[src/hw/rtl/h4rx_pkg.sv]
// ----------------------------------------------------------------------------
// h4rx_pkg
// Shared types and codes for the HCI H4 receive deframer.
// ----------------------------------------------------------------------------
package h4rx_pkg;

    localparam int QUEUE_DEPTH = 2;

    localparam logic [7:0] TYPE_INIT = 8'h00;
    localparam logic [7:0] TYPE_ACL  = 8'h02;
    localparam logic [7:0] TYPE_SCO  = 8'h03;
    localparam logic [7:0] TYPE_EVT  = 8'h04;

    localparam logic [1:0] KIND_ACL  = 2'd0;
    localparam logic [1:0] KIND_SCO  = 2'd1;
    localparam logic [1:0] KIND_EVT  = 2'd2;
    localparam logic [1:0] KIND_NONE = 2'd3;

    localparam logic [1:0] ST_PART    = 2'd0;
    localparam logic [1:0] ST_INIT    = 2'd1;
    localparam logic [1:0] ST_ERROR   = 2'd2;
    localparam logic [1:0] ST_DISCARD = 2'd3;

    typedef enum logic [2:0] {
        TC_INIT = 3'd0,
        TC_ACL  = 3'd1,
        TC_SCO  = 3'd2,
        TC_EVT  = 3'd3,
        TC_BAD  = 3'd4
    } type_class_t;

    typedef struct packed {
        logic [7:0]  data;
        logic        window_end;
        type_class_t tclass;
    } entry_t;

    typedef enum logic [6:0] {
        PH_TYPE    = 7'b0000001,
        PH_ACL_HDR = 7'b0000010,
        PH_SCO_HDR = 7'b0000100,
        PH_EVT_HDR = 7'b0001000,
        PH_ACL_DAT = 7'b0010000,
        PH_SCO_DAT = 7'b0100000,
        PH_EVT_DAT = 7'b1000000
    } phase_t;

endpackage

[src/hw/rtl/h4rx_front.sv]
// ----------------------------------------------------------------------------
// h4rx_front
// Accept received bytes and classify each as a possible packet type byte.
// ----------------------------------------------------------------------------
module h4rx_front (
    input  logic            in_valid,
    output logic            in_ready,
    input  logic [7:0]      rx_byte,
    input  logic            window_end,
    output logic            push_valid,
    input  logic            push_ready,
    output h4rx_pkg::entry_t push_entry
);

    h4rx_pkg::type_class_t tclass;

    always_comb
    begin
        case (rx_byte)
            h4rx_pkg::TYPE_INIT: tclass = h4rx_pkg::TC_INIT;
            h4rx_pkg::TYPE_ACL:  tclass = h4rx_pkg::TC_ACL;
            h4rx_pkg::TYPE_SCO:  tclass = h4rx_pkg::TC_SCO;
            h4rx_pkg::TYPE_EVT:  tclass = h4rx_pkg::TC_EVT;
            default:             tclass = h4rx_pkg::TC_BAD;
        endcase
    end

    assign push_valid            = in_valid;
    assign in_ready              = push_ready;
    assign push_entry.data       = rx_byte;
    assign push_entry.window_end = window_end;
    assign push_entry.tclass     = tclass;

endmodule

[src/hw/rtl/h4rx_queue.sv]
// ----------------------------------------------------------------------------
// h4rx_queue
// Short queue of classified beats between the front and back parts.
// ----------------------------------------------------------------------------
module h4rx_queue #(
    parameter int DEPTH = h4rx_pkg::QUEUE_DEPTH
) (
    input  logic             clk,
    input  logic             rst_n,
    input  logic             push_valid,
    output logic             push_ready,
    input  h4rx_pkg::entry_t push_entry,
    output logic             pop_valid,
    input  logic             pop_ready,
    output h4rx_pkg::entry_t pop_entry
);

    localparam int PTR_W = (DEPTH > 1) ? $clog2(DEPTH) : 1;
    localparam int CNT_W = $clog2(DEPTH + 1);

    h4rx_pkg::entry_t mem [DEPTH];

    logic [PTR_W-1:0] wr_ptr_reg, wr_ptr_next;
    logic [PTR_W-1:0] rd_ptr_reg, rd_ptr_next;
    logic [CNT_W-1:0] count_reg, count_next;
    logic             push, pop;

    assign push_ready = (count_reg != CNT_W'(DEPTH));
    assign pop_valid  = (count_reg != '0);
    assign pop_entry  = mem[rd_ptr_reg];
    assign push       = push_valid && push_ready;
    assign pop        = pop_valid && pop_ready;

    always_comb
    begin
        wr_ptr_next = wr_ptr_reg;
        rd_ptr_next = rd_ptr_reg;
        count_next  = count_reg;
        if (push)
        begin
            wr_ptr_next = (wr_ptr_reg == PTR_W'(DEPTH - 1)) ? '0 : wr_ptr_reg + 1'b1;
        end
        if (pop)
        begin
            rd_ptr_next = (rd_ptr_reg == PTR_W'(DEPTH - 1)) ? '0 : rd_ptr_reg + 1'b1;
        end
        if (push && !pop)
        begin
            count_next = count_reg + 1'b1;
        end
        else if (pop && !push)
        begin
            count_next = count_reg - 1'b1;
        end
    end

    always_ff @(posedge clk or negedge rst_n)
    begin
        if (!rst_n)
        begin
            wr_ptr_reg <= '0;
            rd_ptr_reg <= '0;
            count_reg  <= '0;
        end
        else
        begin
            wr_ptr_reg <= wr_ptr_next;
            rd_ptr_reg <= rd_ptr_next;
            count_reg  <= count_next;
        end
    end

    always_ff @(posedge clk)
    begin
        if (push)
        begin
            mem[wr_ptr_reg] <= push_entry;
        end
    end

endmodule

[src/hw/rtl/h4rx_back.sv]
// ----------------------------------------------------------------------------
// h4rx_back
// Track packet phase, tag each beat, and hold the result in an output register.
// ----------------------------------------------------------------------------
module h4rx_back (
    input  logic             clk,
    input  logic             rst_n,
    input  logic             pop_valid,
    output logic             pop_ready,
    input  h4rx_pkg::entry_t pop_entry,
    output logic             out_valid,
    input  logic             out_ready,
    output logic [7:0]       out_byte,
    output logic [1:0]       packet_kind,
    output logic             first_of_packet,
    output logic             last_of_packet,
    output logic [1:0]       byte_status
);

    h4rx_pkg::phase_t phase_reg, phase_next;
    logic [15:0] wanted_reg, wanted_next;
    logic [1:0]  hdr_idx_reg, hdr_idx_next;
    logic [7:0]  len_low_reg, len_low_next;
    logic        discard_reg, discard_next;

    logic        out_valid_reg;
    logic [7:0]  out_byte_reg;
    logic [1:0]  kind_reg, kind_next;
    logic        first_reg, first_next;
    logic        last_reg, last_next;
    logic [1:0]  status_reg, status_next;

    logic        pop;
    logic [7:0]  b;
    logic        wend;
    logic [15:0] hdr_len;
    logic        hdr_done;
    h4rx_pkg::phase_t data_phase;

    assign pop_ready = !out_valid_reg || out_ready;
    assign pop       = pop_valid && pop_ready;
    assign b         = pop_entry.data;
    assign wend      = pop_entry.window_end;

    always_comb
    begin
        phase_next   = phase_reg;
        wanted_next  = wanted_reg;
        hdr_idx_next = hdr_idx_reg;
        len_low_next = len_low_reg;
        discard_next = discard_reg;
        kind_next    = h4rx_pkg::KIND_NONE;
        status_next  = h4rx_pkg::ST_PART;
        first_next   = 1'b0;
        last_next    = 1'b0;
        hdr_done     = 1'b0;
        hdr_len      = 16'd0;
        data_phase   = h4rx_pkg::PH_TYPE;

        if (discard_reg)
        begin
            status_next = h4rx_pkg::ST_DISCARD;
            if (wend)
            begin
                discard_next = 1'b0;
            end
        end
        else
        begin
            case (phase_reg)
                h4rx_pkg::PH_ACL_HDR:
                begin
                    kind_next = h4rx_pkg::KIND_ACL;
                    if (hdr_idx_reg == 2'd2)
                    begin
                        len_low_next = b;
                    end
                    if (hdr_idx_reg == 2'd3)
                    begin
                        hdr_done   = 1'b1;
                        hdr_len    = {b, len_low_reg};
                        data_phase = h4rx_pkg::PH_ACL_DAT;
                    end
                    else
                    begin
                        hdr_idx_next = hdr_idx_reg + 1'b1;
                    end
                end
                h4rx_pkg::PH_SCO_HDR:
                begin
                    kind_next = h4rx_pkg::KIND_SCO;
                    if (hdr_idx_reg >= 2'd2)
                    begin
                        hdr_done   = 1'b1;
                        hdr_len    = {8'd0, b};
                        data_phase = h4rx_pkg::PH_SCO_DAT;
                    end
                    else
                    begin
                        hdr_idx_next = hdr_idx_reg + 1'b1;
                    end
                end
                h4rx_pkg::PH_EVT_HDR:
                begin
                    kind_next = h4rx_pkg::KIND_EVT;
                    if (hdr_idx_reg >= 2'd1)
                    begin
                        hdr_done   = 1'b1;
                        hdr_len    = {8'd0, b};
                        data_phase = h4rx_pkg::PH_EVT_DAT;
                    end
                    else
                    begin
                        hdr_idx_next = hdr_idx_reg + 1'b1;
                    end
                end
                h4rx_pkg::PH_ACL_DAT,
                h4rx_pkg::PH_SCO_DAT,
                h4rx_pkg::PH_EVT_DAT:
                begin
                    kind_next = (phase_reg == h4rx_pkg::PH_ACL_DAT) ? h4rx_pkg::KIND_ACL :
                                (phase_reg == h4rx_pkg::PH_SCO_DAT) ? h4rx_pkg::KIND_SCO :
                                                                      h4rx_pkg::KIND_EVT;
                    if (wanted_reg <= 16'd1)
                    begin
                        wanted_next = 16'd0;
                        phase_next  = h4rx_pkg::PH_TYPE;
                        last_next   = 1'b1;
                    end
                    else
                    begin
                        wanted_next = wanted_reg - 1'b1;
                    end
                end
                default:
                begin
                    phase_next   = h4rx_pkg::PH_TYPE;
                    hdr_idx_next = 2'd0;
                    case (pop_entry.tclass)
                        h4rx_pkg::TC_INIT:
                        begin
                            status_next = h4rx_pkg::ST_INIT;
                        end
                        h4rx_pkg::TC_ACL:
                        begin
                            kind_next  = h4rx_pkg::KIND_ACL;
                            first_next = 1'b1;
                            phase_next = h4rx_pkg::PH_ACL_HDR;
                        end
                        h4rx_pkg::TC_SCO:
                        begin
                            kind_next  = h4rx_pkg::KIND_SCO;
                            first_next = 1'b1;
                            phase_next = h4rx_pkg::PH_SCO_HDR;
                        end
                        h4rx_pkg::TC_EVT:
                        begin
                            kind_next  = h4rx_pkg::KIND_EVT;
                            first_next = 1'b1;
                            phase_next = h4rx_pkg::PH_EVT_HDR;
                        end
                        default:
                        begin
                            status_next  = h4rx_pkg::ST_ERROR;
                            discard_next = !wend;
                        end
                    endcase
                end
            endcase

            if (hdr_done)
            begin
                hdr_idx_next = 2'd0;
                wanted_next  = hdr_len;
                if (hdr_len == 16'd0)
                begin
                    phase_next = h4rx_pkg::PH_TYPE;
                    last_next  = 1'b1;
                end
                else
                begin
                    phase_next = data_phase;
                end
            end
        end
    end

    always_ff @(posedge clk or negedge rst_n)
    begin
        if (!rst_n)
        begin
            phase_reg     <= h4rx_pkg::PH_TYPE;
            wanted_reg    <= 16'd0;
            hdr_idx_reg   <= 2'd0;
            len_low_reg   <= 8'd0;
            discard_reg   <= 1'b0;
            out_valid_reg <= 1'b0;
        end
        else
        begin
            if (pop)
            begin
                phase_reg   <= phase_next;
                wanted_reg  <= wanted_next;
                hdr_idx_reg <= hdr_idx_next;
                len_low_reg <= len_low_next;
                discard_reg <= discard_next;
            end
            if (pop_ready)
            begin
                out_valid_reg <= pop_valid;
            end
        end
    end

    always_ff @(posedge clk)
    begin
        if (pop)
        begin
            out_byte_reg <= b;
            kind_reg     <= kind_next;
            first_reg    <= first_next;
            last_reg     <= last_next;
            status_reg   <= status_next;
        end
    end

    assign out_valid       = out_valid_reg;
    assign out_byte        = out_byte_reg;
    assign packet_kind     = kind_reg;
    assign first_of_packet = first_reg;
    assign last_of_packet  = last_reg;
    assign byte_status     = status_reg;

    a_first_tagged: assert property (@(posedge clk) disable iff (!rst_n)
        out_valid_reg && first_reg |->
            kind_reg != h4rx_pkg::KIND_NONE && status_reg == h4rx_pkg::ST_PART)
        else $error("first mark on a beat outside a packet");

    a_last_tagged: assert property (@(posedge clk) disable iff (!rst_n)
        out_valid_reg && last_reg |->
            kind_reg != h4rx_pkg::KIND_NONE && status_reg == h4rx_pkg::ST_PART)
        else $error("last mark on a beat outside a packet");

    a_discard_phase: assert property (@(posedge clk) disable iff (!rst_n)
        discard_reg |-> phase_reg == h4rx_pkg::PH_TYPE)
        else $error("discarding while inside a packet");

    a_data_wanted: assert property (@(posedge clk) disable iff (!rst_n)
        (phase_reg == h4rx_pkg::PH_ACL_DAT || phase_reg == h4rx_pkg::PH_SCO_DAT ||
         phase_reg == h4rx_pkg::PH_EVT_DAT) |-> wanted_reg != 16'd0)
        else $error("data phase with no bytes wanted");

endmodule

[src/hw/rtl/hci_h4_receive_deframer.sv]
// ----------------------------------------------------------------------------
// hci_h4_receive_deframer
// Split a received byte stream into HCI H4 packets and tag every byte.
// ----------------------------------------------------------------------------
// The block takes one byte per clock cycle and gives one tagged byte per
// cycle while the output is not stalled, every byte yielding exactly one
// result. The front classifies the type code of an accepted byte
// combinationally and the byte is written to a short queue; the back then
// applies the packet phase update as the byte leaves the queue and loads
// the output register. The phase update sets the sustained rate of one byte
// per cycle; the queue lets the input keep flowing for up to QUEUE_DEPTH
// bytes while the output is stalled.
module hci_h4_receive_deframer #(
    parameter int QUEUE_DEPTH = h4rx_pkg::QUEUE_DEPTH
) (
    input  logic       clk,
    input  logic       rst_n,
    input  logic       in_valid,
    output logic       in_ready,
    input  logic [7:0] rx_byte,
    input  logic       window_end,
    output logic       out_valid,
    input  logic       out_ready,
    output logic [7:0] out_byte,
    output logic [1:0] packet_kind,
    output logic       first_of_packet,
    output logic       last_of_packet,
    output logic [1:0] byte_status
);

    logic             push_valid, push_ready;
    logic             pop_valid, pop_ready;
    h4rx_pkg::entry_t push_entry, pop_entry;

    h4rx_front u_front (
        .in_valid   (in_valid),
        .in_ready   (in_ready),
        .rx_byte    (rx_byte),
        .window_end (window_end),
        .push_valid (push_valid),
        .push_ready (push_ready),
        .push_entry (push_entry)
    );

    h4rx_queue #(
        .DEPTH (QUEUE_DEPTH)
    ) u_queue (
        .clk        (clk),
        .rst_n      (rst_n),
        .push_valid (push_valid),
        .push_ready (push_ready),
        .push_entry (push_entry),
        .pop_valid  (pop_valid),
        .pop_ready  (pop_ready),
        .pop_entry  (pop_entry)
    );

    h4rx_back u_back (
        .clk             (clk),
        .rst_n           (rst_n),
        .pop_valid       (pop_valid),
        .pop_ready       (pop_ready),
        .pop_entry       (pop_entry),
        .out_valid       (out_valid),
        .out_ready       (out_ready),
        .out_byte        (out_byte),
        .packet_kind     (packet_kind),
        .first_of_packet (first_of_packet),
        .last_of_packet  (last_of_packet),
        .byte_status     (byte_status)
    );

endmodule
[config.mk]
export PLATFORM = sky130hd
export DESIGN_NAME = hci_h4_receive_deframer
export DESIGN_NICKNAME = d
export VERILOG_FILES = /design/src/hw/rtl/h4rx_pkg.sv /design/src/hw/rtl/h4rx_front.sv /design/src/hw/rtl/h4rx_queue.sv /design/src/hw/rtl/h4rx_back.sv /design/src/hw/rtl/hci_h4_receive_deframer.sv
export SDC_FILE = /design/constraint.sdc
export NUM_CORES = 1
export LEC_CHECK = 0
export BUFFER_PORTS_ARGS = -buffer_cell sky130_fd_sc_hd__buf_2
export CAP_MARGIN = 25
export CORE_UTILIZATION = 65
export DETAILED_ROUTE_END_ITERATION = 16
export PLACE_DENSITY = 0.85
export SLEW_MARGIN = 20
export SYNTH_ARGS = -nofsm -noshare
export SYNTH_HDL_FRONTEND = slang
export SYNTH_SLANG_ARGS = --single-unit
[constraint.sdc]
create_clock -name clk -period 4.1 [get_ports clk]
set_input_delay 0.82 -clock clk [delete_from_list [all_inputs] [get_ports clk]]
set_output_delay 0.82 -clock clk [all_outputs]
set_load 0.02 [all_outputs]
* Word level (Yosys, flattened, before mapping) *
Memories as Yosys holds them, arrays and structs flattened.
Cells that the tools add are included.

word-level totals
  bits in registers = 53
  latch bits = 0
  RAM bits = 24
  memory bits (read-only) = 0
  bits of input ports = 13
  output and inout bits = 16
  word-level logic and storage cells = 120
  memories = 1

cells by class
  add/subtract/negate cells = 6
  multiply operators = 0
  divide/modulo/power cells = 0
  magnitude comparators = 3
  equal/unequal tests = 21
  shifts and indexed selects = 0
  muxes and demuxes = 49
  bitwise operators = 1
  reduce and logical (&&, ||, !) cells = 25

memory list
  memory       depth  width  read ports  clocked after Yosys merged registers in  write ports  line              source
  u_queue.mem  2      12     1           0                                        1            h4rx_queue.sv:21  h4rx_pkg::entry_t mem [DEPTH];

operators by type and width
  cell                   count
  $mux 16                5
  $pmux 16 s3            1
  $mux 7                 4
  $pmux 7 s3             1
  $mux 2                 9
  $mux 1                 17
  $eq 8x2->1 const B     2
  $le 16x1->1 const B    1
  $logic_not 16->1       1
  $mux 8                 2
  $pmux 2 s4             2
  $sub 16x1->16 const B  1
  $pmux 7 s2             1
  $pmux 3 s4             1
  $pmux 4 s3             1
  $ne 3x3->1 const B     3
  $reduce_or 3->1        3
  $eq 8x3->1 const B     1
  $logic_not 8->1        1
  $reduce_and 4->1       2
  $eq 7x2->1 const B     1
  $eq 7x3->1 const B     1
  $eq 7x4->1 const B     1
  $eq 7x5->1 const B     1
  other kinds (29)       42

* Depth between registers and ports, before layout *
Gate-level depths: netlist (run 1).

  word-level depth = 7
  depth in mapped cells = 10
  mapped depth without buffers = 8

* Modules after synthesis *
Synthesis (run 1) repeated with hierarchy kept, for this count alone.

second synthesis, totals
  cells, all modules = 345
  area total of the unflattened synthesis = 3,937.5 um^2

modules (own cells, without submodules)
  module      instances  cells an instance  area each (um^2)  sequential area each (um^2)
  h4rx_back   1          271                2,708.8           1,297.5
  h4rx_queue  1          55                 1,078.5           820.8
  h4rx_front  1          19                 150.1             0.0

* Worst setup path after synthesis (run 1) *
OpenSTA, ideal clock, no wires.

  path kind = reg-to-reg
  from = register u_back.wanted_reg[0]
  to = register u_back.wanted_reg[14]
  setup time = 0.129 ns
  arrival = 2.016 ns
  required time = 3.971 ns
  path slack = 1.955 ns
  stages on the path, launching flop included = 10
  buffers on the path = 1
  clock period less this slack = 2.145 ns
  path through = dfrtp_1 > inv_1 > ha_1 > or4b_1 > clkbuf_1 > or3_1 > nor3_1 > nor3_1 > o21ai_0 > o21ai_0

on the way
  longest elaborated chain between the ends = 4
  elaborated cells between the ends (all ways) = 5
  those cells by class = add/sub (1); order compare (1); mux (3)

RTL lines
  what                                          line                                source
  start, declared                               h4rx_back.sv:21                     logic [15:0] wanted_reg, wanted_next;
  start signal, assigned                        h4rx_back.sv:204                    wanted_reg <= wanted_next;
  $sub 16x1->16 or $le 16x1->1 (tied branches)  h4rx_back.sv:132, h4rx_back.sv:124
  $mux 16 *                                     h4rx_back.sv:124                    if (wanted_reg <= 16'd1)
  $mux 16 *                                     h4rx_back.sv:70                     case (phase_reg)
  $mux 16 *                                     h4rx_back.sv:171                    if (hdr_done)

Every way passes the cells marked *; elsewhere a longest branch is shown, timed or not. The select of a mux whose other input is x is not followed.
A chain may end at the register's enable or synchronous reset.

* Final worst setup path (run 1) *
  from = register u_back.phase_reg[1]
  to = register u_back.wanted_reg[11]

on the way
  longest elaborated chain between the ends = 5
  elaborated cells between the ends (all ways) = 14
  those cells by class = eq/ne (6); mux (5); reduce/logical (3)

RTL lines
  what                                      line              source
  start, declared                           h4rx_back.sv:20   h4rx_pkg::phase_t phase_reg, phase_next;
  start signal, assigned                    h4rx_back.sv:192  phase_reg <= h4rx_pkg::PH_TYPE;
  start signal, assigned                    h4rx_back.sv:203  phase_reg <= phase_next;
  $eq 7x4->1, or another cell as far along  h4rx_back.sv:70
  $pmux 1 s3                                h4rx_back.sv:70
  $mux 1                                    h4rx_back.sv:60   if (discard_reg)
  $reduce_bool 2->1 (no source line)        --
  $reduce_and 3->1 (no source line)         --

Parallel ways exist; a longest one is shown, timed or not. The select of a mux whose other input is x is not followed.

==> flow_metrics.env, run 1 <==
export IMPL_power_density_nw_per_um2=623
export IMPL_slowest_delay_ns=0.68
export IMPL_drtPass1Iterations=5
export IMPL_dp_hpwl_mm=6.24
export IMPL_largest_reg_flops=24
export IMPL_slew_headroom_pct=40.4
export IMPL_nets=425
export IMPL_cp_start_kind="flip-flop"
export IMPL_clk_pin_slew_worst_paths_ns=0.08
export IMPL_wl_per_cell_um=18.5
export IMPL_vias_per_cell=6.57
export IMPL_fp_dieH_um=80.1
export IMPL_setup_viol=0
export IMPL_wirelength_mm=8.99
export IMPL_synth_seq_area_share_pct=53.4
export IMPL_numCtsBuffers=9
export IMPL_slew_viol_final=0
export IMPL_ys_ff_latch=77
export IMPL_core_area_um2=5920
export IMPL_hold_buffers=0
export IMPL_tightest_slew_ns=0.893
export IMPL_worstPathRequired_ns=4.34
export IMPL_grt_usage_pct=30.4
export IMPL_synth_edff_count=38
export IMPL_hold_viol_final=0
export IMPL_cts_htree_levels=3
export IMPL_grt_first_pass_wirelength_mm=14.3
export IMPL_cts_tree="done"
export IMPL_rsz0062_at_grt="no"
export IMPL_crit_path_max_fanout=16
export IMPL_busiest_layer="met2"
export IMPL_fin_crit_ns=2.70
export IMPL_die_w_um=80.1
export IMPL_overflow=0
export IMPL_syn_area_per_cell_um2=10.4
export IMPL_grt_use_met2_pct=47.7
export IMPL_yosys_most_used_dff="edfxtp_1"
export IMPL_yosys_top_cells_area="edfxtp_1 29%, dfrtp_1 24%, o21ai_0 5.0%, nor2_1 3.1%, nor3_1 2.8%"
export IMPL_yosys_area_top_type="edfxtp_1"
export IMPL_fmax_ghz=0.371
export IMPL_rows=28
export IMPL_postSynthCellCount=383
export IMPL_fin_skew_ns=0.00727
export IMPL_drcViolationCount=0
export IMPL_arrival_ns=2.94
export IMPL_cap_violations=0
export IMPL_met1_usage_pct=41.7
export IMPL_hold_path_class="input pin to async pin"
export IMPL_endpoint_kind="flip-flop"
export IMPL_initial_core_util_pct=67.0
export IMPL_fillers=425
export IMPL_gp_congestion=0.967
export IMPL_synth_most_common_cell="o21ai_0"
export IMPL_peakVddDrop_uv=414
export IMPL_antenna_found_initial=0
export IMPL_preCtsSetupSlack_ns=1.44
export IMPL_async_flop_share_pct=50.6
export IMPL_synth_top_cell_area_share_pct=28.8
export IMPL_slowest_stage="nor4_1"
export IMPL_detail_route_iter0_violations=654
export IMPL_path_delay_family="compound AO/OA/AOI/OAI gates"
export IMPL_drive_gt1_share_pct=14.4
export IMPL_grt_max_degree=40
export IMPL_clock_root_buffer="clkbuf_8"
export IMPL_crit_type="flip-flop to flip-flop"
export IMPL_cts_sinks=77
export IMPL_path_cells="nor4_1 > o211a_1 > o21a_1 > o21ai_0 > a22o_1"
export IMPL_area_delta_synth_final_pct=9.68
export IMPL_syn_area_um2=3970
export IMPL_cts_repair_resized=0
export IMPL_ant_nets=0
export IMPL_portBuffers=28
export IMPL_status="complete, no violations"
export IMPL_timing_final_crit_share_pct=65.8
export IMPL_final_setup_tns_ns=0
export IMPL_crit_buf_inv=0
export IMPL_yosysUniqueCellTypes=65
export IMPL_clockBufferDepth=2
export IMPL_finalWorstSetupSlack_ns=1.40
export IMPL_ys_warn_count=0
export IMPL_num_vias=3194
export IMPL_synth_common_cells="40 x o21ai_0, 38 x dfrtp_1, 38 x edfxtp_1"
export IMPL_met3_usage_pct=5.45
export IMPL_grt_pass1_vias=2900
export IMPL_cts_setup_buffers=0
export IMPL_clk_latency_ns=0.36
export IMPL_ios=29
export IMPL_synth_fp_nets=402
export IMPL_insertedDiodeCount=0
export IMPL_power_leakage_uw=0.00171
export IMPL_die_area_um2=6420
## per-stage QoR
| step | area, µm² | instances | utilization, % | hold WS [ns] | total power, µW |
|---|---|---|---|---|---|
| after floorplan | 3970 | 383 | - | 0.461 | 1830 |
| after global placement | 4090 | 467 | 69.1 | 0.471 | 2030 |
| after detailed placement | 4090 | 467 | 69.1 | 0.480 | 2070 |
| after CTS | 4310 | 483 | 72.8 | 0.500 | 2690 |
| after global routing | 4350 | 486 | 73.5 | 0.489 | 2850 |
| final | 4350 | 486 | 73.5 | 0.443 | 2710 |
## area by class of cell
cell class                 count  area [µm²]  share of cell area, %
multi-input combinational    268        1670                   38.4
sequential                    77        2120                   48.7
tap                           75        93.8                   2.16
timing repair buffer          31         183                   4.20
clock buffer                  10         128                   2.93
clock inverter                 6        87.6                   2.01
inverter                      19        71.3                   1.64
## power by group
part,internal [µW],switching [µW],total [µW]
logic,317,554,871
registers,1030,171,1210
clock network,343,293,636
## worst register-to-register path: stages, from the launching register on
cell     delay, ns
dfrtp_1       0.55
nor4_1        0.68
o211a_1       0.41
o21a_1        0.50
o21ai_0       0.22
a22o_1        0.23
## layout by cell type, fill, tap and decap left out, types with 9 or more instances in the layout
cell type   n
dfrtp_1    38
nor2_1     33
nor3_1     22
inv_1      19
clkbuf_8    9
nor4_1      9
nand2_1    29
edfxtp_1   38
a21oi_1    12
buf_2      28
mux2i_1    10
o21ai_0    40
## routing by layer
layer	part of all wire, %	vias up
met5	0	-
met4	2.3	0
met3	9.0	29
met2	48	196
met1	41	1502
li1	-	1467
## final timing paths
kind / startpoint / to / slack [ns] / depth (start not counted)
max: u_back.phase_reg[1] / u_back.wanted_reg[11] / 1.40 / 5
min: rst_n / u_back.wanted_reg[2] / 0.44 / 1
max reg2reg: u_back.phase_reg[1] / u_back.wanted_reg[11] / 1.40 / 5
min reg2reg: u_back.out_valid / u_back.out_valid / 0.50 / 2
max in group asynchronous: rst_n / u_back.len_low_reg[7] / 3.16 / 2
min in group clk: u_back.out_valid / u_back.out_valid / 0.50 / 2
## cells by family (layout without fill, tap and decap cells)
kind of cell             count (synthesis)  in the layout  share of synthesized area, %
AO/OA/AOI/OAI                          109            109                          17.9
XOR/XNOR                                 8              8                          1.77
adder cells (fa/ha/maj)                  6              6                          1.89
buffers and inverters                   38             66                          4.51
flip-flops                              77             77                          53.4
multiplexers                            14             14                          3.66
AND/OR/NAND/NOR                        131            131                          16.8
Note: power is estimated with default switching activity, not from simulation.
==> inputs of run 2 (changes only) <==
Settings changed: CORE_UTILIZATION 65 to 60, PLACE_DENSITY 0.85 to 0.79.
Clock period 4.1 ns to 2.85 ns, I/O delays scaled along.
==> flow_metrics.env, run 2 (synthesis results as in run 1) <==
export IMPL_status="complete, no violations"
export IMPL_core_area_um2=6350
export IMPL_drive_gt1_share_pct=16.2
export IMPL_initial_core_util_pct=62.5
export IMPL_setup_viol=0
export IMPL_portBuffers=28
export IMPL_r2r_start="u_back.hdr_idx_reg[1]"
export IMPL_nets=434
export IMPL_ant_nets=0
export IMPL_power_leakage_uw=0.00174
export IMPL_fin_crit_ns=2.67
export IMPL_slew_headroom_pct=31.0
export IMPL_gp_congestion=0.919
export IMPL_cpMostUsedCell="o21ai_1"
export IMPL_slowest_stage="o21ai_1"
export IMPL_crit_path_max_fanout=16
export IMPL_tightest_slew_ns=1.03
export IMPL_hold_path_class="input pin to async pin"
export IMPL_grt_max_degree=40
export IMPL_drtPass1Iterations=5
export IMPL_numCtsBuffers=9
export IMPL_slew_viol_final=0
export IMPL_area_delta_synth_final_pct=10.4
export IMPL_crit_start="u_back.hdr_idx_reg[1]"
export IMPL_die_area_um2=6940
export IMPL_num_vias=3113
export IMPL_slowest_delay_ns=0.83
export IMPL_hold_buffers=0
export IMPL_grt_pass1_vias=2941
export IMPL_arrival_ns=2.93
export IMPL_grt_use_met2_pct=41.7
export IMPL_timing_final_crit_share_pct=93.6
export IMPL_drcViolationCount=0
export IMPL_worstPathRequired_ns=3.12
export IMPL_fp_dieH_um=83.3
export IMPL_antenna_found_initial=0
export IMPL_clock_root_buffer="clkbuf_8"
export IMPL_path_cells="ha_1 > and4bb_1 > o31a_1 > o21ai_1 > o21ai_0 > o21ai_1"
export IMPL_final_cell_mix="40 x o21ai_0, 38 x edfxtp_1, 38 x dfrtp_1, 33 x nor2_1, 29 x nand2_1"
export IMPL_hold_viol_final=0
export IMPL_rsz0062_at_grt="no"
export IMPL_cts_repair_resized=0
export IMPL_die_w_um=83.3
export IMPL_r2r_setup_slack_ns=0.18
export IMPL_grt_usage_pct=27.1
export IMPL_crit_buf_inv=0
export IMPL_cp_start_kind="flip-flop"
export IMPL_peakVddDrop_uv=702
export IMPL_multi_input_area_um2=1670
export IMPL_final_util_pct=69.0
export IMPL_cap_violations=0
export IMPL_grt_first_pass_wirelength_mm=14.6
export IMPL_fin_skew_ns=0.00992
export IMPL_dp_hpwl_mm=6.31
export IMPL_path_delay_family="compound AO/OA/AOI/OAI gates"
export IMPL_regArea_um2=2120
export IMPL_endpoint_kind="flip-flop"
export IMPL_fmax_ghz=0.375
export IMPL_ios=29
export IMPL_cts_sinks=77
export IMPL_final_setup_tns_ns=0
export IMPL_cts_tree="done"
export IMPL_rows=29
export IMPL_clk_pin_slew_worst_paths_ns=0.08
export IMPL_final_common_cell="o21ai_0"
export IMPL_fillers=487
export IMPL_vias_per_cell=6.26
export IMPL_wl_per_cell_um=17.8
export IMPL_cts_htree_levels=3
export IMPL_crit_type="flip-flop to flip-flop"
export IMPL_insertedDiodeCount=0
export IMPL_clk_latency_ns=0.35
export IMPL_clockBufferDepth=2
export IMPL_busiest_layer="met2"
export IMPL_overflow=0
export IMPL_met3_usage_pct=5.17
export IMPL_met1_usage_pct=38.9
export IMPL_detail_route_iter0_violations=245
export IMPL_power_density_nw_per_um2=890
export IMPL_cts_setup_buffers=0
export IMPL_wirelength_mm=8.84
export IMPL_largest_reg_flops=24
[run 2: through the flow]
| step | instances | worst slack (ns) | hold slack, ns | power [µW] | instance area [µm²] |
|---|---|---|---|---|---|
| CTS | 497 | 0.279 | 0.376 | 3910 | 4380 |
| floorplan | 383 | 0.705 | 0.274 | 2640 | 3970 |
| global route | 497 | 0.0700 | 0.383 | 4110 | 4380 |
| global placement | 481 | 0.359 | 0.472 | 3040 | 4190 |
| detailed placement | 481 | 0.354 | 0.482 | 3090 | 4190 |
| finish | 497 | 0.181 | 0.343 | 3900 | 4380 |
[run 2: layer usage]
| metal | share of wire (%) | vias up | wire (µm) |
|---|---|---|---|
| li1 | - | 1493 | - |
| met1 | 46 | 1479 | 4030 |
| met2 | 46 | 127 | 4070 |
| met3 | 6.8 | 14 | 598 |
| met4 | 1.6 | 0 | 142 |
| met5 | 0 | - | 0 |
[run 2: where the power goes]
group / internal [µW] / total (µW) / switching (µW)
clock: 405 / 813 / 408
combinational: 525 / 1400 / 873
sequential: 1490 / 1690 / 197
total: 2420 / 3900 / 1480
[run 2: path summary, 6_finish.rpt]
| check | endpoint | depth (start not counted) |
|---|---|---|
| worst max-delay path | u_back.wanted_reg[10] | 6 |
| max in group asynchronous | u_back.hdr_idx_reg[1] | 1 |
| worst max register to register | u_back.wanted_reg[10] | 6 |
| worst min register to register | u_back.out_valid | 2 |
| min in group clk | u_queue.mem[0][3] | 1 |
| worst min-delay path | u_back.wanted_reg[9] | 1 |
[run 2: worst reg2reg max path, cell delays in order (launching register included)]
cell and delay (ns):
dfrtp_1 0.43, ha_1 0.22, and4bb_1 0.25, o31a_1 0.40, o21ai_1 0.83, o21ai_0 0.30, o21ai_1 0.17
[run 2: area by class of cell]
cell class                      instances  area share, %
Tap cell                               77           2.20
Sequential cell                        77           48.4
Clock buffer                           10           2.91
Inverter                               19           1.63
Multi-Input combinational cell        268           38.1
Timing Repair Buffer                   40           5.26
Clock inverter                          6           1.49
